[src/design/scr_pkg.sv]
// ----------------------------------------------------------------------------
// scr_pkg: shared definitions for the stroke smoother
// Defaults, register map and command codes used by the top, front and back.
// ----------------------------------------------------------------------------
package scr_pkg;

  localparam int MAX_SEGMENTS_DEF = 64;
  localparam int COORD_BITS_DEF   = 20;

  localparam int HPW_W  = 12;
  localparam int STEP_W = 16;
  localparam logic [HPW_W-1:0]  HPW_RESET  = 12'd16;
  localparam logic [STEP_W-1:0] STEP_RESET = 16'd64;

  // register indexes (byte address = 4 * index)
  localparam logic REG_HPW  = 1'b0;
  localparam logic REG_STEP = 1'b1;

  // weight width: Q0.16 plus sign and headroom for 1.0
  localparam int WGT_W = 18;

  typedef enum logic {
    CMD_EMIT   = 1'b0,
    CMD_INTERP = 1'b1
  } cmd_kind_t;

endpackage

[src/design/scr_back.sv]
// ----------------------------------------------------------------------------
// scr_back: point generator
// Runs one command: a single point, or n Catmull-Rom points through a
// shared multiplier, into the output register.
// ----------------------------------------------------------------------------
module scr_back #(
  parameter int COORD_BITS   = scr_pkg::COORD_BITS_DEF,
  parameter int MAX_SEGMENTS = scr_pkg::MAX_SEGMENTS_DEF,
  parameter int NW           = $clog2(MAX_SEGMENTS + 1),
  parameter int CMD_W        = 1 + NW + 8 * COORD_BITS
) (
  input  logic                         clk,
  input  logic                         rst_n,
  input  logic [CMD_W-1:0]             q_data,
  input  logic                         q_empty,
  output logic                         q_pop,
  output logic                         out_valid,
  input  logic                         out_ready,
  output logic signed [COORD_BITS-1:0] out_point_x,
  output logic signed [COORD_BITS-1:0] out_point_y,
  output logic                         out_last_point
);

  localparam int CB  = COORD_BITS;
  localparam int WW  = scr_pkg::WGT_W;
  localparam int OW  = CB + 2;
  localparam int PW  = OW + WW;
  localparam int ACW = CB + 21;
  localparam int HW  = 52;
  localparam logic signed [ACW-1:0] RND  = ACW'(65536);
  localparam logic signed [ACW-18:0] CMAXW = (ACW-17)'((64'd1 << (CB - 1)) - 1);
  localparam logic signed [ACW-18:0] CMINW = -CMAXW - 1'b1;

  typedef enum logic [2:0] {B_IDLE, B_DIV, B_T2, B_T3, B_WGT, B_MAC, B_OUT} bstate_t;

  bstate_t               state_r;
  scr_pkg::cmd_kind_t    kind_r;
  logic [NW-1:0]         n_r, i_r;
  logic signed [CB-1:0]  cx_r [4];
  logic signed [CB-1:0]  cy_r [4];
  logic [NW:0]           rem_r;
  logic [16:0]           quo_r;
  logic [4:0]            dcnt_r;
  logic [NW-1:0]         r_r;
  logic [16:0]           t_r;
  logic [31:0]           t2_r;
  logic [47:0]           t3_r;
  logic signed [WW-1:0]  w_r [4];
  logic [2:0]            mstep_r;
  logic signed [ACW-1:0] acc_r;
  logic signed [CB-1:0]  rx_r, ry_r;
  logic                  ov_r, olast_r;
  logic signed [CB-1:0]  ox_r, oy_r;

  logic [NW:0]           rem_sh;
  logic signed [CB-1:0]  ca, cb_, cc, cd;
  logic signed [OW-1:0]  opnd;
  logic signed [PW-1:0]  prod;
  logic signed [ACW-1:0] acc_sum;
  logic signed [ACW-18:0] shr;
  logic signed [CB-1:0]  clamped;
  logic signed [HW-1:0]  h00, h10, h11, t3s, t2s, ts;
  logic                  can_load, fin, load_out;
  logic [NW:0]           r_add;

  assign rem_sh = {rem_r[NW-1:0], (dcnt_r == 5'd16)};

  // operands of the multiply-accumulate, x axis first
  always_comb begin
    if (mstep_r[2]) begin
      ca = cy_r[0]; cb_ = cy_r[1]; cc = cy_r[2]; cd = cy_r[3];
    end else begin
      ca = cx_r[0]; cb_ = cx_r[1]; cc = cx_r[2]; cd = cx_r[3];
    end
    case (mstep_r[1:0])
      2'd0:    opnd = OW'(cb_) <<< 1;
      2'd1:    opnd = OW'(cc) <<< 1;
      2'd2:    opnd = OW'(cc) - OW'(ca);
      default: opnd = OW'(cd) - OW'(cb_);
    endcase
  end

  assign prod    = PW'(opnd) * PW'(w_r[mstep_r[1:0]]);
  assign acc_sum = acc_r + ACW'(prod);
  assign shr     = (ACW-17)'((acc_sum + RND) >>> 17);
  assign clamped = (shr > CMAXW) ? CMAXW[CB-1:0] :
                   (shr < CMINW) ? CMINW[CB-1:0] : shr[CB-1:0];

  assign ts  = HW'(t_r[15:0]) <<< 32;
  assign t2s = HW'(t2_r) <<< 16;
  assign t3s = HW'(t3_r);
  assign h00 = (t3s <<< 1) - (t2s + (t2s <<< 1)) + (HW'(1) <<< 48);
  assign h10 = t3s - (t2s <<< 1) + ts;
  assign h11 = t3s - t2s;

  assign can_load = !ov_r || out_ready;
  assign load_out = (state_r == B_OUT) && can_load;
  assign fin      = (kind_r == scr_pkg::CMD_EMIT) || (i_r == n_r - 1'b1);
  assign r_add    = (NW+1)'(r_r) + (NW+1)'(rem_r[NW-1:0]);

  always_ff @(posedge clk) begin
    if (!rst_n) begin
      state_r <= B_IDLE;
      ov_r    <= 1'b0;
    end else begin
      if (load_out) ov_r <= 1'b1;
      else if (out_ready) ov_r <= 1'b0;
      unique case (state_r)
        B_IDLE: begin
          if (!q_empty) begin
            kind_r <= scr_pkg::cmd_kind_t'(q_data[CMD_W-1]);
            n_r    <= q_data[CMD_W-2 -: NW];
            for (int j = 0; j < 4; j++) begin
              cx_r[j] <= q_data[8*CB-1-CB*j -: CB];
              cy_r[j] <= q_data[4*CB-1-CB*j -: CB];
            end
            rx_r   <= q_data[5*CB-1 -: CB];
            ry_r   <= q_data[CB-1:0];
            i_r    <= '0;
            t_r    <= '0;
            r_r    <= '0;
            rem_r  <= '0;
            quo_r  <= '0;
            dcnt_r <= 5'd16;
            state_r <= (q_data[CMD_W-1] == scr_pkg::CMD_INTERP) ? B_DIV : B_OUT;
          end
        end
        B_DIV: begin
          // 65536 / n, one quotient bit a cycle; remainder kept for stepping t
          if (rem_sh >= (NW+1)'(n_r)) begin
            rem_r <= rem_sh - (NW+1)'(n_r);
            quo_r <= {quo_r[15:0], 1'b1};
          end else begin
            rem_r <= rem_sh;
            quo_r <= {quo_r[15:0], 1'b0};
          end
          dcnt_r <= dcnt_r - 1'b1;
          if (dcnt_r == 5'd0) state_r <= B_T2;
        end
        B_T2: begin
          t2_r    <= 32'(t_r[15:0] * t_r[15:0]);
          state_r <= B_T3;
        end
        B_T3: begin
          t3_r    <= 48'(t2_r * t_r[15:0]);
          state_r <= B_WGT;
        end
        B_WGT: begin
          w_r[0]  <= WW'((h00 + (HW'(1) <<< 31)) >>> 32);
          w_r[1]  <= WW'(65536) - WW'((h00 + (HW'(1) <<< 31)) >>> 32);
          w_r[2]  <= WW'((h10 + (HW'(1) <<< 31)) >>> 32);
          w_r[3]  <= WW'((h11 + (HW'(1) <<< 31)) >>> 32);
          mstep_r <= 3'd0;
          acc_r   <= '0;
          state_r <= B_MAC;
        end
        B_MAC: begin
          mstep_r <= mstep_r + 3'd1;
          if (mstep_r[1:0] == 2'd3) begin
            acc_r <= '0;
            if (mstep_r[2]) begin
              ry_r    <= clamped;
              state_r <= B_OUT;
            end else begin
              rx_r <= clamped;
            end
          end else begin
            acc_r <= acc_sum;
          end
        end
        B_OUT: begin
          if (can_load) begin
            ox_r    <= rx_r;
            oy_r    <= ry_r;
            olast_r <= fin;
            if (fin) begin
              state_r <= B_IDLE;
            end else begin
              i_r <= i_r + 1'b1;
              if (r_add >= (NW+1)'(n_r)) begin
                r_r <= NW'(r_add - (NW+1)'(n_r));
                t_r <= t_r + quo_r + 17'd1;
              end else begin
                r_r <= NW'(r_add);
                t_r <= t_r + quo_r;
              end
              state_r <= B_T2;
            end
          end
        end
        default: state_r <= B_IDLE;
      endcase
    end
  end

  assign q_pop          = (state_r == B_IDLE) && !q_empty;
  assign out_valid      = ov_r;
  assign out_point_x    = ox_r;
  assign out_point_y    = oy_r;
  assign out_last_point = olast_r;

endmodule

[config.mk]
export PLATFORM = sky130hd
export DESIGN_NAME = scr_back
export DESIGN_NICKNAME = d
export VERILOG_FILES = /design/src/design/scr_pkg.sv /design/src/design/scr_back.sv
export SDC_FILE = /design/constraint.sdc
export NUM_CORES = 2
export LEC_CHECK = 0
export BUFFER_PORTS_ARGS = -buffer_cell sky130_fd_sc_hd__clkbuf_2
export CELL_PAD_IN_SITES_DETAIL_PLACEMENT = 0
export CELL_PAD_IN_SITES_GLOBAL_PLACEMENT = 2
export CORE_MARGIN = 2
export CORE_UTILIZATION = 45
export CTS_BUF_LIST = sky130_fd_sc_hd__clkbuf_4 sky130_fd_sc_hd__clkbuf_8
export DETAILED_ROUTE_END_ITERATION = 12
export HOLD_SLACK_MARGIN = 0.12
export PLACE_DENSITY_LB_ADDON = 0.25
export REMOVE_ABC_BUFFERS = 1
export SETUP_SLACK_MARGIN = 0.4
export SYNTH_ARGS = -nofsm -noshare
export SYNTH_HDL_FRONTEND = slang
export SYNTH_SLANG_ARGS = --single-unit
[constraint.sdc]
create_clock -name clk -period 32.8 [get_ports clk]
set_input_delay 3.28 -clock clk [delete_from_list [all_inputs] [get_ports clk]]
set_output_delay 3.28 -clock clk [all_outputs]
set_load 0.005 [all_outputs]
==> results.md <==
- Layout cells sized above 1: 8.36%
- Worst-Margin Slew: 1.20 ns
- Reg2Reg Setup Slack: 18.51 ns
- Clock Tree Buf Depth: 3
- # hold bufs at CTS: 0
- Fmax: 70.0 MHz
- Syn Inst Count: 6862
- DP Wirelength: 153000 um
- Initial antenna violation count: 5
- Initial DRT Pass Iterations: 5
- Buffers on Ports: 214
- RSZ-0062 raised after global routing: false
- Worst hold path type: register to register
- Synth async-reset ratio: 0%
- Slowest cell on crit path: o21bai_4
- Crit share post-route: 43.6%
- Post-CTS Setup Bufs: 0
- Number of enable flip-flop cells after synthesis: 500
- Seq/Total Area, Yosys: 22.5%
- CP most frequent cell: fa_1
- DIE WIDTH: 391 um
- Critical register-to-register path startpoint: mstep_r[2]
- Via count of the first global-routing pass: 51.9k
- Critical path class: register to register
- Slew Viols, Final: 0
- Post-layout util: 48.8%
- CP endpoint: rx_r[7]
- Area leader, netlist: fa_1
- Total wire length: 191000 um
- Nets: 8859
- Gr ovfl total: 0
- CTS tree: done
- Final min period: 14.29 ns
- CP Launch Type: register
- Synth Warn #: 0
- # IOs: 215
- Worst setup slack after layout: 18.51 ns
- R2R cell count: 38
- Syn Area/Cell: 9.82 um^2
- Die ar.: 0.153 mm^2
- DRC viols: 0
- Reg clk slew, reported paths: 0.06 ns
- Status: complete, no violations
- Synth top area cells: fa_1, edfxtp_1, ha_1, inv_1, nand2_1
- Post-synth top area share: 31.2%
- Worst Setup SP: mstep_r[2]
- Setup TNS: 0 ns
- Max-Cap Viols: 0
- Synth unique cells: 93
- Peak fanout along the critical path: 45
- RR Endpoint: rx_r[7]
- Top_reg_cell synth: edfxtp_1
- GPL Wtd Cong: 0.886
- CTS buffer count: 94
- Skew final: 0.0864 ns
- Die H: 391 um
- Data arrival, critical path: 14.81 ns
- Worst Setup End Kind: register
- Vias/cell: 5.30
- Effective utilization at floorplan: 45.2%
- #FFs+latches synth: 506
- Setup violators final: 0
- Latest clock arrival within the worst-skew pair: 0.87 ns
- Worst path max stage delay: 0.86 ns
- Hold_ws: 0.373 ns
- Synthesized cell area: 0.0674 mm^2
- CTS H-tree lvls: 3
- First-pass GRT wire length: 300000 um
- Via count: 48.0k
- Slew margin rel.: 18.0%
- Post-CTS sizing: 0
- Syn-to-layout area delta: 8.10%
- Pre-CTS setup slack: 17.94 ns
- Final Hold Viols: 0
- Largest net degree at the start of global routing: 75
- Routed Antenna Nets: 0
- Row cnt: 142
- GRT Util Overall: 25.6%
- Worst EP required: 33.32 ns
- Iteration-0 DRC Markers: 2454
- Routed length per placed instance: 21.1 um
- CTS Root Cell: clkbuf_8
- FILL cells: 14.2k
- CTS Sinks: 506
- Core area: 0.149 mm^2
## state kept, by name (all words and copies together) (netlist names), 20 cells and up, named ones only
name,flops
rx_r,20
out_point_y,20
cy_r,80
t2_r,31
acc_r,41
ry_r,20
cx_r,80
out_point_x,20
w_r,71
t3_r,47
## per-layer routing
| layer | wire, um | GRT usage, % | part of all wire (%) |
|---|---|---|---|
| met3 | 8150 | 2.98 | 4.3 |
| met2 | 95800 | 45.1 | 50 |
| met4 | 6850 | 8.63 | 3.6 |
| met1 | 80400 | 32.5 | 42 |
| met5 | 0 | 0 | 0 |
## cell families (layout without fill, tap and decap cells)
group | after synthesis | in the layout | share of synthesized area (%)
and+or+nand+nor | 1886 | 1886 | 12.3
adders and majority gates | 1653 | 1653 | 42.4
buffers and inverters | 1532 | 1773 | 8.57
AOI/OAI and AO/OA | 858 | 858 | 8.32
DFF | 506 | 506 | 22.5
xor gates and xnor gates | 304 | 304 | 3.95
muxes | 121 | 121 | 2.03
other | 2 | 10 | 0.0111
## placed cells by master (no fill, tap or decap), types with 10 or more instances in the layout
master / n
nor2b_1: 47
xnor2_1: 202
inv_1: 1285
a211oi_1: 30
o21bai_1: 38
mux2_2: 54
and4_1: 12
mux2i_1: 59
clkbuf_8: 99
fa_1: 1050
xor2_1: 102
nand3_1: 80
o21ai_0: 129
or2_2: 19
a21o_1: 130
edfxtp_1: 500
a221oi_1: 10
o211ai_1: 23
buf_4: 95
and3_1: 41
ha_1: 602
nor3_1: 74
clkbuf_2: 214
o21ai_1: 22
nor2_1: 606
a21oi_1: 260
a31oi_1: 22
nor4_1: 28
nand2_1: 766
a211o_1: 12
o31ai_1: 11
nand4_1: 32
and2_1: 78
clkinv_1: 21
clkbuf_4: 24
nand2b_1: 41
o21a_1: 48
a21oi_2: 14
clkinv_2: 14
or3_1: 23
## per-stage QoR
| step | instances | instance area, um^2 |
|---|---|---|
| 6_report | 9055 | 72800 |
| 5_1_grt | 9055 | 72800 |
| 4_1_cts | 9050 | 72800 |
| 2_1_floorplan | 6628 | 66500 |
| 3_3_place_gp | 8881 | 70800 |
| 3_5_place_dp | 8881 | 70800 |
## area by class of cell
type / instances / area [um^2] / area share [%]
clock inverter: 47 / 518 / 0.711
inverter: 1294 / 4860 / 6.67
multi-input combinational: 4828 / 46600 / 63.9
clock buffer: 122 / 1540 / 2.11
antenna: 4 / 10.0 / 0.0137
tap: 1944 / 2430 / 3.34
timing repair buffer: 310 / 1790 / 2.46
sequential: 506 / 15100 / 20.8
## Yosys cell counts (48+ instances only)
cell type and instances:
nand3_1 80, inv_1 1286, ha_1 603, nor3_1 75, xnor2_1 202, and2_1 80, xor2_1 102, clkbuf_1 195
o21ai_0 134, nor2b_1 48, nor2_1 609, edfxtp_1 500, nand2_1 766, mux2i_1 60, a21oi_1 261, mux2_2 54
fa_1 1050, o21a_1 48, a21o_1 130
## critical path, delay by kind of cell (launching register included)
kind,cells,cell delay [ns]
simple gates,9,2.06
buf+inv,5,1.80
mux,1,0.43
compound gates,14,4.52
flops,1,0.70
fa+ha+maj,9,4.36
## how the worst min path moves through the flow
stage,start,to,slack [ns],cells after the start
after floorplan,rx_r[0],out_point_x[0],0.40,0
after global placement,ry_r[4],out_point_y[4],0.40,0
after detailed placement,ry_r[13],out_point_y[13],0.40,0
after CTS,ry_r[4],out_point_y[4],0.37,0
after global routing,ry_r[4],out_point_y[4],0.39,0
final,ry_r[4],out_point_y[4],0.37,0
Power is not shown: default switching activity piles up to over one toggle a cycle in this logic, so the estimate is an artifact.
