$ cat src/design/scr_pkg.sv
// ----------------------------------------------------------------------------
// scr_pkg: shared definitions for the stroke smoother
// Defaults, register map and command codes used by the top, front and back.
// ----------------------------------------------------------------------------
package scr_pkg;

  localparam int MAX_SEGMENTS_DEF = 64;
  localparam int COORD_BITS_DEF   = 20;

  localparam int HPW_W  = 12;
  localparam int STEP_W = 16;
  localparam logic [HPW_W-1:0]  HPW_RESET  = 12'd16;
  localparam logic [STEP_W-1:0] STEP_RESET = 16'd64;

  // register indexes (byte address = 4 * index)
  localparam logic REG_HPW  = 1'b0;
  localparam logic REG_STEP = 1'b1;

  // weight width: Q0.16 plus sign and headroom for 1.0
  localparam int WGT_W = 18;

  typedef enum logic {
    CMD_EMIT   = 1'b0,
    CMD_INTERP = 1'b1
  } cmd_kind_t;

endpackage

$ cat src/design/scr_dist.sv
// ----------------------------------------------------------------------------
// scr_dist: segment length unit
// Squares the two axis distances, then takes an exact floor square root,
// two radicand bits per cycle.
// ----------------------------------------------------------------------------
module scr_dist #(
  parameter int COORD_BITS = scr_pkg::COORD_BITS_DEF,
  parameter int DW         = COORD_BITS + 1,
  parameter int RW         = DW + 1
) (
  input  logic                         clk,
  input  logic                         rst_n,
  input  logic                         start,
  input  logic signed [COORD_BITS-1:0] ax,
  input  logic signed [COORD_BITS-1:0] ay,
  input  logic signed [COORD_BITS-1:0] bx,
  input  logic signed [COORD_BITS-1:0] by,
  output logic                         done,
  output logic [RW-1:0]                root
);

  localparam int SQE = 2 * RW;
  localparam int CW  = $clog2(RW + 1);

  typedef enum logic [1:0] {D_IDLE, D_SQX, D_SQY, D_ROOT} dstate_t;

  dstate_t          state_r;
  logic [DW-1:0]    dx_r, dy_r;
  logic [SQE-1:0]   rad_r;
  logic [RW+1:0]    rem_r;
  logic [RW-1:0]    root_r;
  logic [CW-1:0]    cnt_r;
  logic             done_r;

  logic signed [DW-1:0] dxs, dys;
  logic [RW+1:0]        rem_sh, trial;

  assign dxs    = DW'(bx) - DW'(ax);
  assign dys    = DW'(by) - DW'(ay);
  assign rem_sh = {rem_r[RW-1:0], rad_r[SQE-1 -: 2]};
  assign trial  = {root_r, 2'b01};

  always_ff @(posedge clk) begin
    if (!rst_n) begin
      state_r <= D_IDLE;
      done_r  <= 1'b0;
    end else begin
      done_r <= 1'b0;
      unique case (state_r)
        D_IDLE: begin
          if (start) begin
            dx_r    <= dxs[DW-1] ? DW'(-dxs) : DW'(dxs);
            dy_r    <= dys[DW-1] ? DW'(-dys) : DW'(dys);
            state_r <= D_SQX;
          end
        end
        D_SQX: begin
          rad_r   <= SQE'(dx_r * dx_r);
          state_r <= D_SQY;
        end
        D_SQY: begin
          rad_r   <= rad_r + SQE'(dy_r * dy_r);
          rem_r   <= '0;
          root_r  <= '0;
          cnt_r   <= CW'(RW);
          state_r <= D_ROOT;
        end
        D_ROOT: begin
          rad_r <= {rad_r[SQE-3:0], 2'b00};
          if (rem_sh >= trial) begin
            rem_r  <= rem_sh - trial;
            root_r <= {root_r[RW-2:0], 1'b1};
          end else begin
            rem_r  <= rem_sh;
            root_r <= {root_r[RW-2:0], 1'b0};
          end
          cnt_r <= cnt_r - 1'b1;
          if (cnt_r == CW'(1)) begin
            done_r  <= 1'b1;
            state_r <= D_IDLE;
          end
        end
        default: state_r <= D_IDLE;
      endcase
    end
  end

  assign done = done_r;
  assign root = root_r;

endmodule

$ cat src/design/scr_front.sv
// ----------------------------------------------------------------------------
// scr_front: sample intake and segment classification
// Offsets samples, keeps the window and cached lengths, sizes the segment
// and queues one command per sample that yields output.
// ----------------------------------------------------------------------------
module scr_front #(
  parameter int COORD_BITS   = scr_pkg::COORD_BITS_DEF,
  parameter int MAX_SEGMENTS = scr_pkg::MAX_SEGMENTS_DEF,
  parameter int NW           = $clog2(MAX_SEGMENTS + 1),
  parameter int CMD_W        = 1 + NW + 8 * COORD_BITS
) (
  input  logic                         clk,
  input  logic                         rst_n,
  input  logic                         in_valid,
  output logic                         in_ready,
  input  logic signed [COORD_BITS-1:0] in_sample_x,
  input  logic signed [COORD_BITS-1:0] in_sample_y,
  input  logic                         in_stroke_start,
  input  logic [scr_pkg::HPW_W-1:0]    hpw,
  input  logic [scr_pkg::STEP_W-1:0]   step,
  output logic                         q_push,
  output logic [CMD_W-1:0]             q_data,
  input  logic                         q_full
);

  localparam int CB = COORD_BITS;
  localparam int RW = CB + 2;
  localparam int KW = (NW > 1) ? $clog2(NW) : 1;
  localparam int MW = RW + NW + scr_pkg::STEP_W;
  localparam logic signed [CB:0] CMIN = {2'b11, {(CB-1){1'b0}}};

  typedef enum logic [2:0] {F_IDLE, F_LEN, F_NSAT, F_NDIV, F_DECIDE, F_PUSH} fstate_t;

  fstate_t                state_r;
  logic signed [CB-1:0]   wx_r [3];
  logic signed [CB-1:0]   wy_r [3];
  logic signed [CB-1:0]   px_r, py_r;
  logic [1:0]             held_r;
  logic                   lv_r;
  logic [RW-1:0]          cache0_r, cache1_r;
  logic [RW-1:0]          dab_r, dbc_r, dcd_r;
  logic [1:0]             sel_r;
  logic                   launch_r;
  logic [NW-1:0]          n_r;
  logic [KW-1:0]          k_r;
  logic [CMD_W-1:0]       cmd_r;

  logic signed [CB:0]     offx, offy;
  logic signed [CB-1:0]   sx, sy;
  logic [1:0]             held_eff;
  logic signed [CB-1:0]   dax, day, dbx, dby;
  logic                   dist_done;
  logic [RW-1:0]          dist_root;
  logic [scr_pkg::STEP_W-1:0] su;
  logic [NW-1:0]          trial;
  logic [MW-1:0]          sat_lim, trial_prod;
  logic [RW+4:0]          lhs20, rhs;

  assign offx = (CB+1)'(in_sample_x) - (CB+1)'(hpw);
  assign offy = (CB+1)'(in_sample_y) - (CB+1)'(hpw);
  assign sx   = (offx < CMIN) ? CMIN[CB-1:0] : offx[CB-1:0];
  assign sy   = (offy < CMIN) ? CMIN[CB-1:0] : offy[CB-1:0];
  assign held_eff = in_stroke_start ? 2'd0 : held_r;

  always_comb begin
    case (sel_r)
      2'd0:    begin dax = wx_r[0]; day = wy_r[0]; dbx = wx_r[1]; dby = wy_r[1]; end
      2'd1:    begin dax = wx_r[1]; day = wy_r[1]; dbx = wx_r[2]; dby = wy_r[2]; end
      default: begin dax = wx_r[2]; day = wy_r[2]; dbx = px_r;    dby = py_r;    end
    endcase
  end

  scr_dist #(.COORD_BITS(CB), .DW(CB + 1), .RW(RW)) u_dist (
    .clk, .rst_n, .start(launch_r),
    .ax(dax), .ay(day), .bx(dbx), .by(dby),
    .done(dist_done), .root(dist_root)
  );

  assign su         = (step == '0) ? scr_pkg::STEP_W'(1) : step;
  assign trial      = n_r | (NW'(1) << k_r);
  assign sat_lim    = MW'(MAX_SEGMENTS) * MW'(su);
  assign trial_prod = MW'(trial) * MW'(su);
  assign lhs20      = (RW+5)'(dab_r) * (RW+5)'(20);
  assign rhs        = (RW+5)'(dbc_r) + (RW+5)'(dcd_r);

  always_ff @(posedge clk) begin
    if (!rst_n) begin
      state_r  <= F_IDLE;
      held_r   <= 2'd0;
      lv_r     <= 1'b0;
      launch_r <= 1'b0;
      cache0_r <= '0;
      cache1_r <= '0;
      for (int j = 0; j < 3; j++) begin
        wx_r[j] <= '0;
        wy_r[j] <= '0;
      end
    end else begin
      launch_r <= 1'b0;
      unique case (state_r)
        F_IDLE: begin
          if (in_valid) begin
            px_r <= sx;
            py_r <= sy;
            if (in_stroke_start) begin
              lv_r     <= 1'b0;
              cache0_r <= '0;
              cache1_r <= '0;
            end
            if (held_eff != 2'd3) begin
              wx_r[held_eff] <= sx;
              wy_r[held_eff] <= sy;
              held_r         <= held_eff + 2'd1;
              if (held_eff == 2'd0) begin
                cmd_r   <= {scr_pkg::CMD_EMIT, NW'(0), {(3*CB){1'b0}}, sx,
                            {(3*CB){1'b0}}, sy};
                state_r <= F_PUSH;
              end
            end else begin
              launch_r <= 1'b1;
              state_r  <= F_LEN;
              if (lv_r) begin
                dab_r <= cache0_r;
                dbc_r <= cache1_r;
                sel_r <= 2'd2;
              end else begin
                sel_r <= 2'd0;
              end
            end
          end
        end
        F_LEN: begin
          if (dist_done) begin
            case (sel_r)
              2'd0:    begin dab_r <= dist_root; sel_r <= 2'd1; launch_r <= 1'b1; end
              2'd1:    begin dbc_r <= dist_root; sel_r <= 2'd2; launch_r <= 1'b1; end
              default: begin dcd_r <= dist_root; state_r <= F_NSAT; end
            endcase
          end
        end
        F_NSAT: begin
          if (MW'(dbc_r) >= sat_lim) begin
            n_r     <= NW'(MAX_SEGMENTS);
            state_r <= F_DECIDE;
          end else begin
            n_r     <= '0;
            k_r     <= KW'(NW - 1);
            state_r <= F_NDIV;
          end
        end
        F_NDIV: begin
          if (trial_prod <= MW'(dbc_r)) n_r <= trial;
          if (k_r == '0) state_r <= F_DECIDE;
          else k_r <= k_r - 1'b1;
        end
        F_DECIDE: begin
          if (n_r != '0 && lhs20 > rhs)
            cmd_r <= {scr_pkg::CMD_INTERP, n_r, wx_r[0], wx_r[1], wx_r[2], px_r,
                      wy_r[0], wy_r[1], wy_r[2], py_r};
          else
            cmd_r <= {scr_pkg::CMD_EMIT, NW'(0), {(3*CB){1'b0}}, wx_r[2],
                      {(3*CB){1'b0}}, wy_r[2]};
          cache0_r <= dbc_r;
          cache1_r <= dcd_r;
          lv_r     <= 1'b1;
          wx_r[0]  <= wx_r[1]; wy_r[0] <= wy_r[1];
          wx_r[1]  <= wx_r[2]; wy_r[1] <= wy_r[2];
          wx_r[2]  <= px_r;    wy_r[2] <= py_r;
          state_r  <= F_PUSH;
        end
        F_PUSH: begin
          if (!q_full) state_r <= F_IDLE;
        end
        default: state_r <= F_IDLE;
      endcase
    end
  end

  assign in_ready = (state_r == F_IDLE);
  assign q_push   = (state_r == F_PUSH) && !q_full;
  assign q_data   = cmd_r;

endmodule

$ cat config.mk
export PLATFORM = sky130hd
export DESIGN_NAME = scr_front
export DESIGN_NICKNAME = d
export VERILOG_FILES = /design/src/design/scr_pkg.sv /design/src/design/scr_dist.sv /design/src/design/scr_front.sv
export SDC_FILE = /design/constraint.sdc
export NUM_CORES = 2
export LEC_CHECK = 0
export ABC_AREA = 0
export BUFFER_PORTS_ARGS = -buffer_cell sky130_fd_sc_hd__buf_2
export CAP_MARGIN = 15
export CORE_MARGIN = 3
export CORE_UTILIZATION = 50
export CTS_CLUSTER_DIAMETER = 200
export DETAILED_ROUTE_END_ITERATION = 8
export PLACE_DENSITY_LB_ADDON = 0.15
export SYNTH_ARGS = -nofsm -noshare
export SYNTH_HDL_FRONTEND = slang
export SYNTH_SLANG_ARGS = --single-unit
$ cat constraint.sdc
create_clock -name clk -period 10 [get_ports clk]
set_clock_uncertainty 0.15 [all_clocks]
set_input_delay 0.5 -clock clk [delete_from_list [all_inputs] [get_ports clk]]
set_output_delay 0.5 -clock clk [all_outputs]
set_load 0.01 [all_outputs]
==> reports/summary.md <==
## Placed design
- **HPWL reported at the end of detailed placement** 134000 µm
- **cell count after placement** 8066
- **post-placement setup slack** 1540 ps
- **Placer Congestion** 0.914
- **count of buffers inserted at the top-level ports** 242
- **placed standard-cell area** 0.0654 mm²

## Clocking
- **number of buffers added by the clock tree synthesis step** 72
- **hold-fix buffer count after cts** 0
- **Root Buffer Master** sky130_fd_sc_hd__clkbuf_16
- **insertion delay to the later sink of the worst-skew pair** 660 ps
- **Worst-path clk slew** 60 ps
- **TritonCTS clock tree** built
- **Post-CTS Setup Repair Bufs** 0
- **Max Buffers Root-to-Sink** 3
- **post_cts resized** 0
- **Clock H-tree levels** 3
- **sinks on the clock net** 595

## Power
- **worst vdd ir** 0.000125 V
- **static leakage** 0.0325 µW
- **overall power** 10600 µW
- **power density relative to cell area** 157 mW/mm²

## Timing
- **setup repair after global routing missed its margin** false
- **post-route clock period utilization** 85.3%
- **Fmax** 0.117 GHz
- **transition at the pin with the smallest max-transition slack** 1220 ps
- **Total Neg Setup Slack** 0 ps
- **time the final worst path needs with I/O delays and setup** 8530 ps
- **Fin. Hold Viols** 0
- **worst rel slew slack** 18.4%
- **count of endpoints failing setup in the final report** 0
- **count of final max-slew check failures** 0
- **final worst setup slack** 1470 ps

## Final layout
- **final cell area excluding filler cells** 0.0677 mm²
- **number of non-filler instances in the completed layout** 8193
- **share of final-layout standard cells stronger than drive strength 1** 7.35%
- **Filler cells** 11200
- **relative area change from synthesis to final layout** 8.28%
- **total area of multi-input combinational cells** 0.0402 mm²
- **number of nets in the final layout** 7885
- **leading cell type in the layout, fill and taps excluded** sky130_fd_sc_hd__inv_1
- **leading cell types in the layout, fill and taps excluded** sky130_fd_sc_hd__inv_1, sky130_fd_sc_hd__fa_1, sky130_fd_sc_hd__nand2_1
- **total area of sequential cells** 0.0173 mm²

## Die
- **Core Box Area** 0.124 mm²
- **number of top-level pins** 243
- **overall die height** 360 µm
- **die footprint** 0.129 mm²
- **DIE WIDTH** 360 µm
- **number of placement rows** 129
- **Initial Util** 50.5%

## Logic synthesis
- **Post-synth top flop** sky130_fd_sc_hd__edfxtp_1
- **Post-synth EDFFs** 541
- **Synth warnings** 0
- **register bit count reported by yosys** 595
- **synth unique cells** 85
- **syn_area_per_cell** 9.82 µm²
- **ys async rst share** 0%
- **sequential element share of the synthesized area** 27.7%
- **cell count after synthesis** 6373
- **synthesized netlist net count** 7755
- **Syn Std Cell Area** 0.0626 mm²

## Critical path
- **crit-path max cell delay** 800 ps
- **highest net fanout along the worst path** 17
- **crit path capture type** flip-flop
- **critical path's most frequent cell** sky130_fd_sc_hd__fa_1
- **Worst EP arrival** 8770 ps
- **sum of buffers and inverters on the critical path** 5
- **Req. time, crit path** 10240 ps
- **delay-heaviest family, CP** adder cells
- **critical-path cell list** inv_1, nor2_1, fa_1, fa_1, fa_1, inv_1, fa_1, inv_1, fa_1, fa_1, inv_1, fa_1, inv_1, ha_1, o41ai_1, a31oi_1, a221oi_1, a211oi_2, a311oi_1, o21ai_1, xor2_1, a221oi_1, a31oi_1
- **start-to-end type of the worst setup path** flip-flop to flip-flop
- **slowest cell on the critical path** sky130_fd_sc_hd__edfxtp_1
- **kind of start point of the critical path** flip-flop

## Route
- **drt total wl** 172000 µm
- **Avg WL per Cell** 20.9 µm
- **DRC violation count after routing** 0
- **antenna-violating nets left** 0
- **Vias per Instance** 5.61
- **via count** 46000
- **1st-iter DRT viols** 3654
- **number of optimization iterations in the first detailed-route pass** 5

## GRT
- **all-layer global routing usage** 26.7%
- **initial antenna violation count** 5
- **pin count of the biggest net entering global routing** 162
- **gr ovfl total** 0
- **vias in the first global route** 46900
- **global-route wire length before repair** 270000 µm

## Run status
- **result of the run** finished clean

## Hold path
- **class of the tightest hold or removal check** input port to flip-flop

## Run
- **Max Cap Violations** 0

-- cells in the mapped netlist (all sizes together) (28+ instances only) --
| library cell | number | area, µm² |
|---|---|---|
| a21o | 109 | 818 |
| a21oi | 251 | 1260 |
| a22o | 92 | 806 |
| a31oi | 28 | 175 |
| and2 | 189 | 1180 |
| and3 | 147 | 920 |
| clkbuf | 224 | 841 |
| dfxtp | 54 | 1080 |
| edfxtp | 541 | 16200 |
| fa | 732 | 14700 |
| ha | 577 | 7220 |
| inv | 1132 | 4250 |
| mux2i | 93 | 931 |
| nand2 | 654 | 2450 |
| nand2b | 51 | 327 |
| nand3 | 55 | 275 |
| nand4 | 30 | 188 |
| nor2 | 373 | 1400 |
| nor2b | 49 | 307 |
| nor3 | 57 | 290 |
| o21a | 37 | 278 |
| o21ai | 266 | 1330 |
| o221a | 38 | 428 |
| xnor2 | 161 | 1410 |
| xor2 | 97 | 850 |
-- stage by stage --
stage          hold slack (ps)  util [%]
5_1_grt                    167      54.6
4_1_cts                    108      54.6
3_5_place_dp               306      52.8
6_report                   151      54.6
2_1_floorplan              292         -
3_3_place_gp               305      52.8
-- path summary, 6_finish.rpt --
kind	startpoint	to	slack (ps)	depth (start not counted)
worst max-delay path	u_dist.dy_r[9]	u_dist.rad_r[38]	1470	23
worst min-delay path	in_stroke_start	lv_r	150	4
worst max register to register	u_dist.dy_r[9]	u_dist.rad_r[38]	1470	23
worst min register to register	cache0_r[21]	cache0_r[21]	320	1
-- tightest hold or removal path: cells and delay by family --
family	cells	cell delay, ps
AOI/OAI and AO/OA	1	60
buffers and inverters	1	150
and+or+nand+nor	2	170
-- report_power, final --
group	switching (µW)	internal, µW
combinational	2820	1670
clock	1140	1470
sequential	270	3280
total	4230	6410
-- routing by layer --
metal | up-vias | global-route usage [%] | wire [µm]
met5 | - | 0 | 0
li1 | 21400 | - | -
met2 | 1427 | 43.9 | 81000
met3 | 193 | 4.02 | 12000
met4 | 0 | 7.11 | 4270
met1 | 23000 | 36.9 | 74300
-- sequential cells by signal, indices dropped and copies added (netlist names), 5 cells and up --
signal,flops
py_r,20
dab_r,22
cache0_r,22
wy_r,60
q_data,168
px_r,20
u_dist.cnt_r,5
wx_r,60
dbc_r,22
n_r,7
u_dist.dx_r,21
u_dist.rad_r,44
u_dist.rem_r,22
cache1_r,22
u_dist.dy_r,21
dcd_r,22
u_dist.root,22
-- cell type report --
cell class	count	share of cell area (%)
diodes	2	0.00739
clock buffers	83	2.77
clock inverters	42	0.634
inverters	1132	6.27
multi-input cells	4403	59.3
flip-flops and latches	595	25.6
well taps	1637	3.02
repair buffers	299	2.44
-- kinds of logic after synthesis --
group / after synthesis / synth area share [%]
AOI/OAI and AO/OA: 1043 / 11.1
adders and majority gates: 1309 / 35.0
buffers and inverters: 1375 / 8.26
xor gates and xnor gates: 258 / 3.61
and+or+nand+nor: 1697 / 12.8
DFF: 595 / 27.7
muxes: 96 / 1.54
Note: power is estimated with default switching activity, not from simulation.
