==> src/design/scr_cmdq.sv <==
// ----------------------------------------------------------------------------
// scr_cmdq: command queue between front and back
// Small FIFO; each side stalls only on full or empty.
// ----------------------------------------------------------------------------
module scr_cmdq #(
  parameter int W     = 8,
  parameter int DEPTH = 2
) (
  input  logic         clk,
  input  logic         rst_n,
  input  logic         push,
  input  logic [W-1:0] wdata,
  output logic         full,
  input  logic         pop,
  output logic [W-1:0] rdata,
  output logic         empty
);

  localparam int AW = (DEPTH > 1) ? $clog2(DEPTH) : 1;
  localparam int CW = $clog2(DEPTH + 1);

  logic [W-1:0]  mem_r [DEPTH];
  logic [AW-1:0] wp_r, rp_r;
  logic [CW-1:0] cnt_r;

  always_ff @(posedge clk) begin
    if (push) mem_r[wp_r] <= wdata;
  end

  always_ff @(posedge clk) begin
    if (!rst_n) begin
      wp_r  <= '0;
      rp_r  <= '0;
      cnt_r <= '0;
    end else begin
      if (push) wp_r <= (wp_r == AW'(DEPTH - 1)) ? '0 : wp_r + 1'b1;
      if (pop)  rp_r <= (rp_r == AW'(DEPTH - 1)) ? '0 : rp_r + 1'b1;
      if (push && !pop)      cnt_r <= cnt_r + 1'b1;
      else if (pop && !push) cnt_r <= cnt_r - 1'b1;
    end
  end

  assign rdata = mem_r[rp_r];
  assign full  = (cnt_r == CW'(DEPTH));
  assign empty = (cnt_r == '0);

endmodule

==> config.mk <==
export PLATFORM = sky130hd
export DESIGN_NAME = scr_cmdq
export DESIGN_NICKNAME = d
export VERILOG_FILES = /design/src/design/scr_cmdq.sv
export SDC_FILE = /design/constraint.sdc
export NUM_CORES = 1
export LEC_CHECK = 0
export ABC_AREA = 1
export BUFFER_PORTS_ARGS = -buffer_cell sky130_fd_sc_hd__clkbuf_2
export CAP_MARGIN = 40
export CORE_UTILIZATION = 49
export DETAILED_ROUTE_END_ITERATION = 7
export PLACE_DENSITY = 0.84
export REMOVE_ABC_BUFFERS = 1
export SLEW_MARGIN = 20
export SYNTH_ARGS = -nofsm -noshare
export SYNTH_HDL_FRONTEND = slang
export SYNTH_SLANG_ARGS = --single-unit
==> constraint.sdc <==
create_clock -name clk -period 1.4 [get_ports clk]
set_clock_uncertainty 0.1 [all_clocks]
set_input_delay 0.28 -clock clk [delete_from_list [all_inputs] [get_ports clk]]
set_output_delay 0.28 -clock clk [all_outputs]
set_load 0.05 [all_outputs]
==> metrics.cfg, run 1 <==
[power]
finalPower_w=0.00140
powerDensity_mw_per_mm2=1230
peakVddDrop_mv=0.932
p_leak_nw=0.498

[cells_and_area]
mostFrequentLayoutCells=edfxtp_1, clkbuf_2, buf_8
drive_above_1_share_pct=51.2
syn_to_final_growth_pct=41.5
finalNetCount=100
final_common_cell=edfxtp_1
design_area_mm2=0.00114
fill_cells=95
diodes=0

[critical_path]
crit_required_ns=1.02
cp-end-kind=output pin
worst_setup_path_start_kind=flip-flop
critical_path.slowest_cell=dfxtp_2
cp_top_family=flip-flops
worstSetupPathType=flip-flop to output pin
worstPathArrival_ns=1.24
crit_chain=buf_12, mux2_4, buf_8
cp_num_buf_inv=2
cp_max_fo=8
slowest_delay_ns=0.35

[detailed_routing]
vias=498
route.detailed.drc=0
wl_per_cell_um=12.2
drt-pass1-iter-count=3
antenna_left=0
viasPerCell=4.88
first_iter_violations=8
wl_um=1250

[synth]
synthXorXnorAreaFrac_pct=1.09
yosys_warnings=0
ys_top_cells_by_area=edfxtp_1, dfxtp_1, mux2_2, inv_1, nor2_1
synth_area_um2=805
yosysTopAreaCell=edfxtp_1
yosysUniqueCellTypes=16
synth-compound-area-share_pct=1.24
yosys.area_share.adder_pct=1.56
syn_avg_cell_area_um2=13.9
yosysTopAreaCellShare_pct=59.7
syn_inst=58
synth_top_family_by_area=multiplexers
yosysSeqAreaShare_pct=72.2
synth-seq-cells=21
synth_simple_gate_area_share_pct=7.93
synthMuxAreaShare_pct=11.2

[sta]
hold_violations=0
tightest_slew_ns=0.340
rsz0062_at_grt=yes
layout_setup_ws_ns=-0.221
clock.fmax_mhz=617
period_share_pct=116
relSlewSlack_pct=77.3
setup_viol=8
setup_tns_ns=-1.75
slew_violations=0
layout_min_cycle_time_ns=1.62

[flow_run]
cap_violations=0

[die]
ios=22
die_h_um=42.5
die-area_mm2=0.00181
coreArea_mm2=0.00152
rows=14
start_util_pct=52.8
die_x_um=42.5

[clock_network]
cts_buffers=3
cts_tree=done
holdBufCountCts=0
clockRootBuffer=clkbuf_4
clk_pin_slew_ns=0.11
cts-htree-levels=1
cts_sinks=21
ctsLongestPathBuffers=2
clkLatencyLatePin_ns=0.29

[global_routing]
grt_overflow=0
grt_pass1_vias=469
grt_antenna_before_repair=0
track_usage_pct=14.4
grt_pass1_wl_um=1880
grt_start_max_net_pins=12

[run_status]
violations=setup timing
status=complete, but fails checks

[place]
place_hpwl_um=840
place_area_um2=960
place_congestion=0.662
port_buffers=21

[min_path]
hp-class=input pin to flip-flop

## sequential cells by signal, indices dropped and copies added (netlist names), named ones only
register  count
rp_r          1
mem_r        16
wp_r          1
cnt_r         2
## layout make-up
cell class                 count  area, um^2  area share, %
clock buffer                   4        26.3           2.31
multi-input combinational     27         225           19.8
timing repair buffer          25         246           21.6
inverter                       9        33.8           2.97
tap                           16        20.0           1.76
sequential                    21         587           51.5
## cells in the mapped netlist
master / number
nand2_1: 4
nand2_2: 1
nor3_1: 1
inv_1: 8
ha_1: 1
nand3_1: 1
inv_2: 1
buf_2: 1
o21ai_0: 1
edfxtp_1: 16
xnor2_1: 1
a21oi_1: 1
mux2_2: 8
dfxtp_1: 5
nand4_1: 1
nor2_1: 7
## per-stage QoR
step                instances  hold WS, ns  util [%]  setup WS [ns]
detailed placement         97        0.375      63.0        -0.0132
global placement           97        0.372      63.0       -0.00936
finish                    102       0.0651      74.7         -0.221
floorplan                  57        0.279         -       0.000512
global route              102       0.0473      74.7         -0.270
CTS                       101       0.0578      72.6         -0.250
## final timing paths
check,start,end,slack (ns),depth (start not counted)
setup / recovery,flip-flop,rdata[0],-0.22,3
hold / removal,wdata[3],mem_r[1][3],0.07,1
setup reg to reg,wp_r,mem_r[1][4],0.30,2
hold reg to reg,wp_r,wp_r,0.41,2
## kinds of logic (layout without fill, tap and decap cells)
| group | after synthesis | in the layout |
|---|---|---|
| xor gates and xnor gates | 1 | 1 |
| and+or+nand+nor | 15 | 15 |
| muxes | 8 | 8 |
| buffers and inverters | 10 | 38 |
| adders and majority gates | 1 | 1 |
| AOI/OAI and AO/OA | 2 | 2 |
| DFF | 21 | 21 |
## where the power goes
part           internal, W  leakage (nW)  switching [W]
sequential        0.000715         0.193      0.0000207
clock             0.000111        0.0150       0.000169
combinational     0.000175         0.291       0.000207
## timing repair
action	in CTS	in global routing
gates cloned	0	0
pin swaps	0	1
buffers inserted	0	1
gates resized for setup	30	15
endpoints found under the setup margin	10	10
## layer usage
metal  track usage (%)  share of wire [%]  vias up
li1                  -                  -      256
met1              16.6                 39      228
met2              24.3                 54       14
met3              3.88                6.0        0
met4              7.50                  0        0
met5                 0                  0        -
No activity file was read; power rests on OpenSTA's default activity.
==> run 2: changes to the inputs <==
--- a/config.mk
+++ b/config.mk
@@ -8,7 +8,9 @@
 export ABC_AREA = 1
 export BUFFER_PORTS_ARGS = -buffer_cell sky130_fd_sc_hd__clkbuf_2
 export CAP_MARGIN = 40
-export CORE_UTILIZATION = 49
+export CELL_PAD_IN_SITES_DETAIL_PLACEMENT = 0
+export CELL_PAD_IN_SITES_GLOBAL_PLACEMENT = 1
+export CORE_UTILIZATION = 39
 export DETAILED_ROUTE_END_ITERATION = 7
 export PLACE_DENSITY = 0.84
 export REMOVE_ABC_BUFFERS = 1
==> run 2 against run 1 <==
  * The run ends with DRC, setup timing left
  * Power down 1.3%
  * Worst hold slack better by 0.0060 ns
  * Utilization down 17 points
  * First-iteration DRC count down 75%
  * Register-to-register slack about the same
  * Flip-flop and latch count unchanged
  * Global-route usage down 2.3 points
  * Die area up 24%
  * Critical path depth unchanged
  * Maximum frequency about the same
  * Setup slack worse by 0.00054 ns
  * Highest routed layer is now met4
==> metrics.cfg, run 2 (synthesis results as in run 1) <==
[run_status]
status=complete, but fails checks  ; unchanged
violations=DRC, setup timing  ; was setup timing

[power]
peakVddDrop_mv=1.01  ; was 0.932 mV
finalPower_w=0.00138  ; was 0.00140 W
p_leak_nw=0.487  ; was 0.498 nW
powerDensity_mw_per_mm2=1220  ; was 1230 mW/mm^2

[place]
place_area_um2=966  ; was 960 um^2
port_buffers=21  ; unchanged
place_hpwl_um=883  ; was 840 um
place_ws_ns=-0.0147  ; was -0.0132 ns
place_congestion=0.655  ; was 0.662

[global_routing]
grt_start_max_net_pins=12  ; unchanged
track_usage_pct=12.0  ; was 14.4%
grt_antenna_before_repair=0  ; unchanged
grt_overflow=0  ; unchanged
grt_pass1_vias=429  ; was 469
grt_pass1_wl_um=1750  ; was 1880 um

[sta]
slew_violations=0  ; unchanged
setup_viol=8  ; unchanged
rsz0062_at_grt=yes  ; unchanged
layout_min_cycle_time_ns=1.62  ; about the same
hold_violations=0  ; unchanged
period_share_pct=116  ; about the same
tightest_slew_ns=0.333  ; was 0.340 ns
relSlewSlack_pct=77.8  ; was 77.3%
layout_setup_ws_ns=-0.222  ; was -0.221 ns
clock.fmax_mhz=617  ; about the same

[min_path]
hp-start=wdata[1]  ; was wdata[3]
hp-class=input pin to flip-flop  ; unchanged

[clock_network]
ctsLongestPathBuffers=2  ; unchanged
cts_sinks=21  ; unchanged
post_cts_buffers=0  ; unchanged
holdBufCountCts=0  ; unchanged
cts_buffers=3  ; unchanged
cts_tree=done  ; unchanged
cts-htree-levels=1  ; unchanged
clockRootBuffer=clkbuf_4  ; unchanged
clk_pin_slew_ns=0.10  ; was 0.11 ns
clkLatencyLatePin_ns=0.29  ; about the same

[detailed_routing]
routedLengthMet1_um=518  ; was 491 um
wl_met2_um=640  ; was 678 um
antenna_left=0  ; unchanged
drt-pass1-iter-count=6  ; was 3
route.detailed.drc=1  ; was 0
wl_per_cell_um=11.3  ; was 12.2 um
first_iter_violations=2  ; was 8
vias=486  ; was 498
dr_wl_met3_um=80  ; was 75 um
wl_um=1260  ; was 1250 um
dr.max_layer_used=met4  ; was met3
viasPerCell=4.38  ; was 4.88

[die]
die_h_um=47.4  ; was 42.5 um
ios=22  ; unchanged
rows=16  ; was 14
coreArea_mm2=0.00194  ; was 0.00152 mm^2
start_util_pct=41.4  ; was 52.8%
die_x_um=47.4  ; was 42.5 um
die-area_mm2=0.00225  ; was 0.00181 mm^2

[critical_path]
crit_required_ns=1.02  ; about the same
slowest_delay_ns=0.35  ; about the same
critical_path.slowest_cell=dfxtp_2  ; unchanged
r2r-start=wp_r  ; unchanged
worst_setup_path_start_kind=flip-flop  ; unchanged
worstSetupPathType=flip-flop to output pin  ; unchanged
cp-end-kind=output pin  ; unchanged
cp_max_fo=8  ; unchanged
worstPathArrival_ns=1.24  ; about the same
crit_chain=buf_12, mux2_4, buf_8  ; unchanged

[cells_and_area]
largest_reg_flops=16  ; unchanged
diodes=0  ; unchanged
syn_to_final_growth_pct=40.4  ; was 41.5%
mostFrequentLayoutCells=edfxtp_1, clkbuf_2, buf_8  ; unchanged
finalNetCount=98  ; was 100
final_common_cell=edfxtp_1  ; unchanged
fill_cells=159  ; was 95
design_area_mm2=0.00113  ; was 0.00114 mm^2
drive_above_1_share_pct=48.8  ; was 51.2%
largest_register=mem_r  ; unchanged
top_regs=mem_r: 16 flops, cnt_r: 2 flops  ; unchanged

[flow_run]
cap_violations=0  ; unchanged

[run 2: cell count changes in the layout (fill, tap and decap cells not counted), sizes merged]
cell	change
buf	-1
clkbuf	-1
[run 2: timing repair]
| action | CTS | global route |
|---|---|---|
| setup endpoints to repair | 10 | 10 |
| resized for setup | 29 | 15 |
| pin swaps | 0 | 1 |
[run 2: area by class of cell]
| type | count | area [um^2] | area share [%] |
|---|---|---|---|
| Multi-Input combinational cell | 27 | 223 | 19.7 |
| Inverter | 9 | 33.8 | 2.99 |
| Clock buffer | 4 | 26.3 | 2.33 |
| Sequential cell | 21 | 584 | 51.7 |
| Timing Repair Buffer | 23 | 229 | 20.3 |
| Tap cell | 27 | 33.8 | 2.99 |
[run 2: layer usage]
| metal | vias up | GRT usage (%) |
|---|---|---|
| met1 | 219 | 12.2 |
| met3 | 2 | 3.77 |
| met5 | - | 0 |
| li1 | 248 | - |
| met4 | 0 | 6.86 |
| met2 | 17 | 21.6 |
[run 2: power breakdown]
group | leakage (nW) | internal (W) | switching, W
combinational | 0.279 | 0.000166 | 0.000204
sequential | 0.193 | 0.000715 | 0.0000211
clock | 0.0150 | 0.000111 | 0.000162
total | 0.487 | 0.000991 | 0.000388
[run 2: critical path: cells and delay by family, from the launching register on]
family,cells,cell delay (ns)
buffers and inverters,2,0.28
flip-flops,1,0.35
multiplexers,1,0.31
[run 2: worst paths after layout]
check | end | slack (ns) | cells after the start
worst max-delay path | rdata[0] | -0.22 | 3
worst min-delay path | mem_r[0][1] | 0.07 | 1
worst max register to register | mem_r[1][2] | 0.31 | 2
worst min register to register | wp_r | 0.42 | 2
[run 2: metrics by stage]
| stage | TNS, ns | hold slack, ns | util, % | instances |
|---|---|---|---|---|
| global route | -2.06 | 0.0598 | 58.2 | 111 |
| finish | -1.74 | 0.0711 | 58.2 | 111 |
| global placement | -0.0139 | 0.370 | 49.7 | 107 |
| CTS | -1.96 | 0.0643 | 57.0 | 111 |
| floorplan | 0 | 0.279 | - | 57 |
| detailed placement | -0.0321 | 0.374 | 49.7 | 107 |
==> run 3: changes to the inputs <==
--- a/config.mk
+++ b/config.mk
@@ -5,15 +5,16 @@
 export SDC_FILE = /design/constraint.sdc
 export NUM_CORES = 1
 export LEC_CHECK = 0
-export ABC_AREA = 1
+export ABC_AREA = 0
 export BUFFER_PORTS_ARGS = -buffer_cell sky130_fd_sc_hd__clkbuf_2
 export CAP_MARGIN = 40
 export CELL_PAD_IN_SITES_DETAIL_PLACEMENT = 0
 export CELL_PAD_IN_SITES_GLOBAL_PLACEMENT = 1
-export CORE_UTILIZATION = 39
+export CORE_UTILIZATION = 43
 export DETAILED_ROUTE_END_ITERATION = 7
-export PLACE_DENSITY = 0.84
+export PLACE_DENSITY = 0.89
 export REMOVE_ABC_BUFFERS = 1
+export SKIP_CTS_REPAIR_TIMING = 1
 export SLEW_MARGIN = 20
 export SYNTH_ARGS = -nofsm -noshare
 export SYNTH_HDL_FRONTEND = slang
==> constraint.sdc (replaced) <==
create_clock -name clk -period 2.1 [get_ports clk]
set_clock_uncertainty 0.1 [all_clocks]
set_input_delay 0.42 -clock clk [delete_from_list [all_inputs] [get_ports clk]]
set_output_delay 0.42 -clock clk [all_outputs]
set_load 0.05 [all_outputs]
==> run 3 against run 2 <==
  * The run now ends clean
  * Worst hold slack improved by 0.14 ns
  * Critical path type unchanged
  * Synthesized cell count down 19%
  * Non-clock buffer count decreased by 1
  * Sequential share of layout area is 8.8 points higher
  * Clock-buffer cell count unchanged
  * Register-to-register slack improved by 0.64 ns
  * Sequential power down 33%
  * Final area fell by 15%
==> metrics.cfg, run 3 <==
[cells_and_area]
design_area_um2=960  ; was 0.00113 mm^2
drive_above_1_share_pct=47.2  ; was 48.8%
top_regs=mem_r: 16 flops, cnt_r: 2 flops  ; unchanged
final_common_cell=clkbuf_2  ; was edfxtp_1
finalNetCount=86  ; was 98
layout.cells.non_filler=97  ; was 111
syn_to_final_growth_pct=20.8  ; was 40.4%
largest_register=mem_r  ; unchanged
regArea_um2=581  ; was 584 um^2
multiInputGateArea_um2=205  ; was 223 um^2
fill_cells=169  ; was 159
mostFrequentLayoutCells=clkbuf_2, edfxtp_1, mux2_2  ; was edfxtp_1, clkbuf_2, buf_8
largest_reg_flops=16  ; unchanged
diodes=0  ; unchanged

[place]
place_area_um2=933  ; was 966 um^2
place_ws_ns=0.425  ; was -0.0147 ns
place_hpwl_um=786  ; was 883 um
place_congestion=0.630  ; was 0.655
port_buffers=21  ; unchanged
dp_cells=93  ; was 107

[synth]
synthXorXnorAreaFrac_pct=3.31  ; was 1.09%
ys_top_cells_by_area=edfxtp_1, dfxtp_1, mux2_2, and2_1, xor2_1  ; was edfxtp_1, dfxtp_1, mux2_2, inv_1, nor2_1
synthTopCellsByCount=edfxtp_1, mux2_2, dfxtp_1, and2_1  ; was edfxtp_1, inv_1, mux2_2, nor2_1, dfxtp_1
synth_top_family_by_area=multiplexers  ; unchanged
yosysMostFrequentCell=edfxtp_1  ; unchanged
synthMuxAreaShare_pct=11.3  ; was 11.2%
yosysTopAreaCell=edfxtp_1  ; unchanged
yosys.area_share.adder_pct=1.57  ; was 1.56%
yosysTopAreaCellShare_pct=60.5  ; was 59.7%
synth_ff_type=edfxtp_1  ; unchanged
synth-compound-area-share_pct=2.52  ; was 1.24%
synth_area_um2=795  ; was 805 um^2
syn_avg_cell_area_um2=16.9  ; was 13.9 um^2
synth_edf_count=16  ; unchanged
synth-seq-cells=21  ; unchanged
yosys_warnings=0  ; unchanged
yosysUniqueCellTypes=16  ; unchanged
syn_inst=47  ; was 58
yosysSeqAreaShare_pct=73.1  ; was 72.2%
synth_simple_gate_area_share_pct=7.09  ; was 7.93%
synthArstFlopShare_pct=0  ; unchanged

[die]
rows=15  ; was 16
die-area_mm2=0.00202  ; was 0.00225 mm^2
coreArea_mm2=0.00173  ; was 0.00194 mm^2
start_util_pct=46.0  ; was 41.4%
ios=22  ; unchanged
die_h_um=45.0  ; was 47.4 um
die_x_um=45.0  ; was 47.4 um

[clock_network]
ctsLongestPathBuffers=2  ; unchanged
clk_pin_slew_ns=0.11  ; was 0.10 ns
cts_sinks=21  ; unchanged
cts_buffers=3  ; unchanged
clockRootBuffer=clkbuf_4  ; unchanged
cts-htree-levels=1  ; unchanged
cts_tree=done  ; unchanged
clkLatencyLatePin_ns=0.29  ; about the same

[sta]
hold_violations=0  ; unchanged
setup_tns_ns=0  ; was -1.74 ns
layout_setup_ws_ns=0.116  ; was -0.222 ns
relSlewSlack_pct=75.0  ; was 77.8%
slew_violations=0  ; unchanged
tightest_slew_ns=0.375  ; was 0.333 ns
layout_min_cycle_time_ns=1.98
setup_viol=0  ; was 8
period_share_pct=94.5
clock.fmax_mhz=504
rsz0062_at_grt=no  ; was yes

[power]
p_leak_nw=0.386  ; was 0.487 nW
powerDensity_mw_per_mm2=890  ; was 1220 mW/mm^2
finalPower_w=0.000855  ; was 0.00138 W
peakVddDrop_mv=0.558  ; was 1.01 mV

[detailed_routing]
viasPerCell=4.70  ; was 4.38
route.detailed.drc=0  ; was 1
first_iter_violations=3  ; was 2
drt-pass1-iter-count=2  ; was 6
wl_um=1130  ; was 1260 um
vias=456  ; was 486
antenna_left=0  ; unchanged
wl_per_cell_um=11.7  ; was 11.3 um

[critical_path]
cp_max_fo=8  ; unchanged
crit_required_ns=1.58  ; was 1.02 ns
worst_setup_path_start_kind=flip-flop  ; unchanged
worstSetupPathType=flip-flop to output pin  ; unchanged
critical_path.slowest_cell=dfxtp_1  ; was dfxtp_2
cp-end-kind=output pin  ; unchanged
slowest_delay_ns=0.55  ; was 0.35 ns
worstPathArrival_ns=1.46  ; was 1.24 ns
crit_chain=mux2_2, clkbuf_2  ; was buf_12, mux2_4, buf_8
r2r_cells=1  ; was 2

[global_routing]
track_usage_pct=13.1  ; was 12.0%
grt_pass1_vias=457  ; was 429
grt_overflow=0  ; unchanged
grt_pass1_wl_um=1830  ; was 1750 um
grt_start_max_net_pins=12  ; unchanged
grt_antenna_before_repair=0  ; unchanged

[flow_run]
cap_violations=0  ; unchanged

[min_path]
hp-class=input pin to flip-flop  ; unchanged
holdPathStages=1  ; unchanged

[run_status]
status=finished clean  ; was complete, but fails checks

[run 3: cell types whose count changed in the layout (fill, tap and decap cells not counted), sizes merged, moves of 4 or more]
cell    before  now
and2         0    4
buf         12    1
nand2        5    0
nor2         7    1
clkbuf      15   25
inv          9    1
[run 3: worst paths after layout]
path / from / to / slack (ns)
worst max-delay path: flip-flop / rdata[1] / 0.12
worst min-delay path: wdata[6] / mem_r[0][6] / 0.21
worst max register to register: wp_r / mem_r[1][6] / 0.95
worst min register to register: cnt_r[1] / cnt_r[1] / 0.41
[run 3: cell families (layout without fill, tap and decap cells)]
kind of cell | count (synthesis) | count (layout)
DFF | 21 | 21
and+or+nand+nor | 9 | 9
buffers and inverters | 2 | 27
xor gates and xnor gates | 3 | 3
adders and majority gates | 1 | 1
AOI/OAI and AO/OA | 3 | 3
muxes | 8 | 8
[run 3: cell type report]
cell class | count | area share (%)
sequential | 21 | 60.5
multi-input combinational | 24 | 21.4
inverter | 1 | 0.391
clock buffer | 4 | 2.74
tap | 25 | 3.26
timing repair buffer | 22 | 11.7
[run 3: critical path, delay by kind of cell, from the launching register on]
| kind | cells | cell delay, ns |
|---|---|---|
| buffers and inverters | 1 | 0.23 |
| muxes | 1 | 0.38 |
| DFF | 1 | 0.55 |
[run 3: power by group]
part / switching, W / internal (W) / total, W
logic: 0.000119 / 0.0000584 / 0.000178
clock network: 0.000112 / 0.0000738 / 0.000186
registers: 0.0000163 / 0.000475 / 0.000491
[run 3: metal layers]
metal / part of all wire (%) / global-route usage [%] / vias up
li1: - / - / 220
met1: 43 / 15.0 / 220
met2: 51 / 22.0 / 14
met3: 4.5 / 2.40 / 2
met4: 1.1 / 9.09 / 0
met5: 0 / 0 / -
[run 3: stage by stage]
stage	hold slack (ns)	utilization, %
floorplan	0.366	-
global placement	0.391	54.1
detailed placement	0.400	54.1
CTS	0.208	55.6
global route	0.201	55.6
finish	0.211	55.6
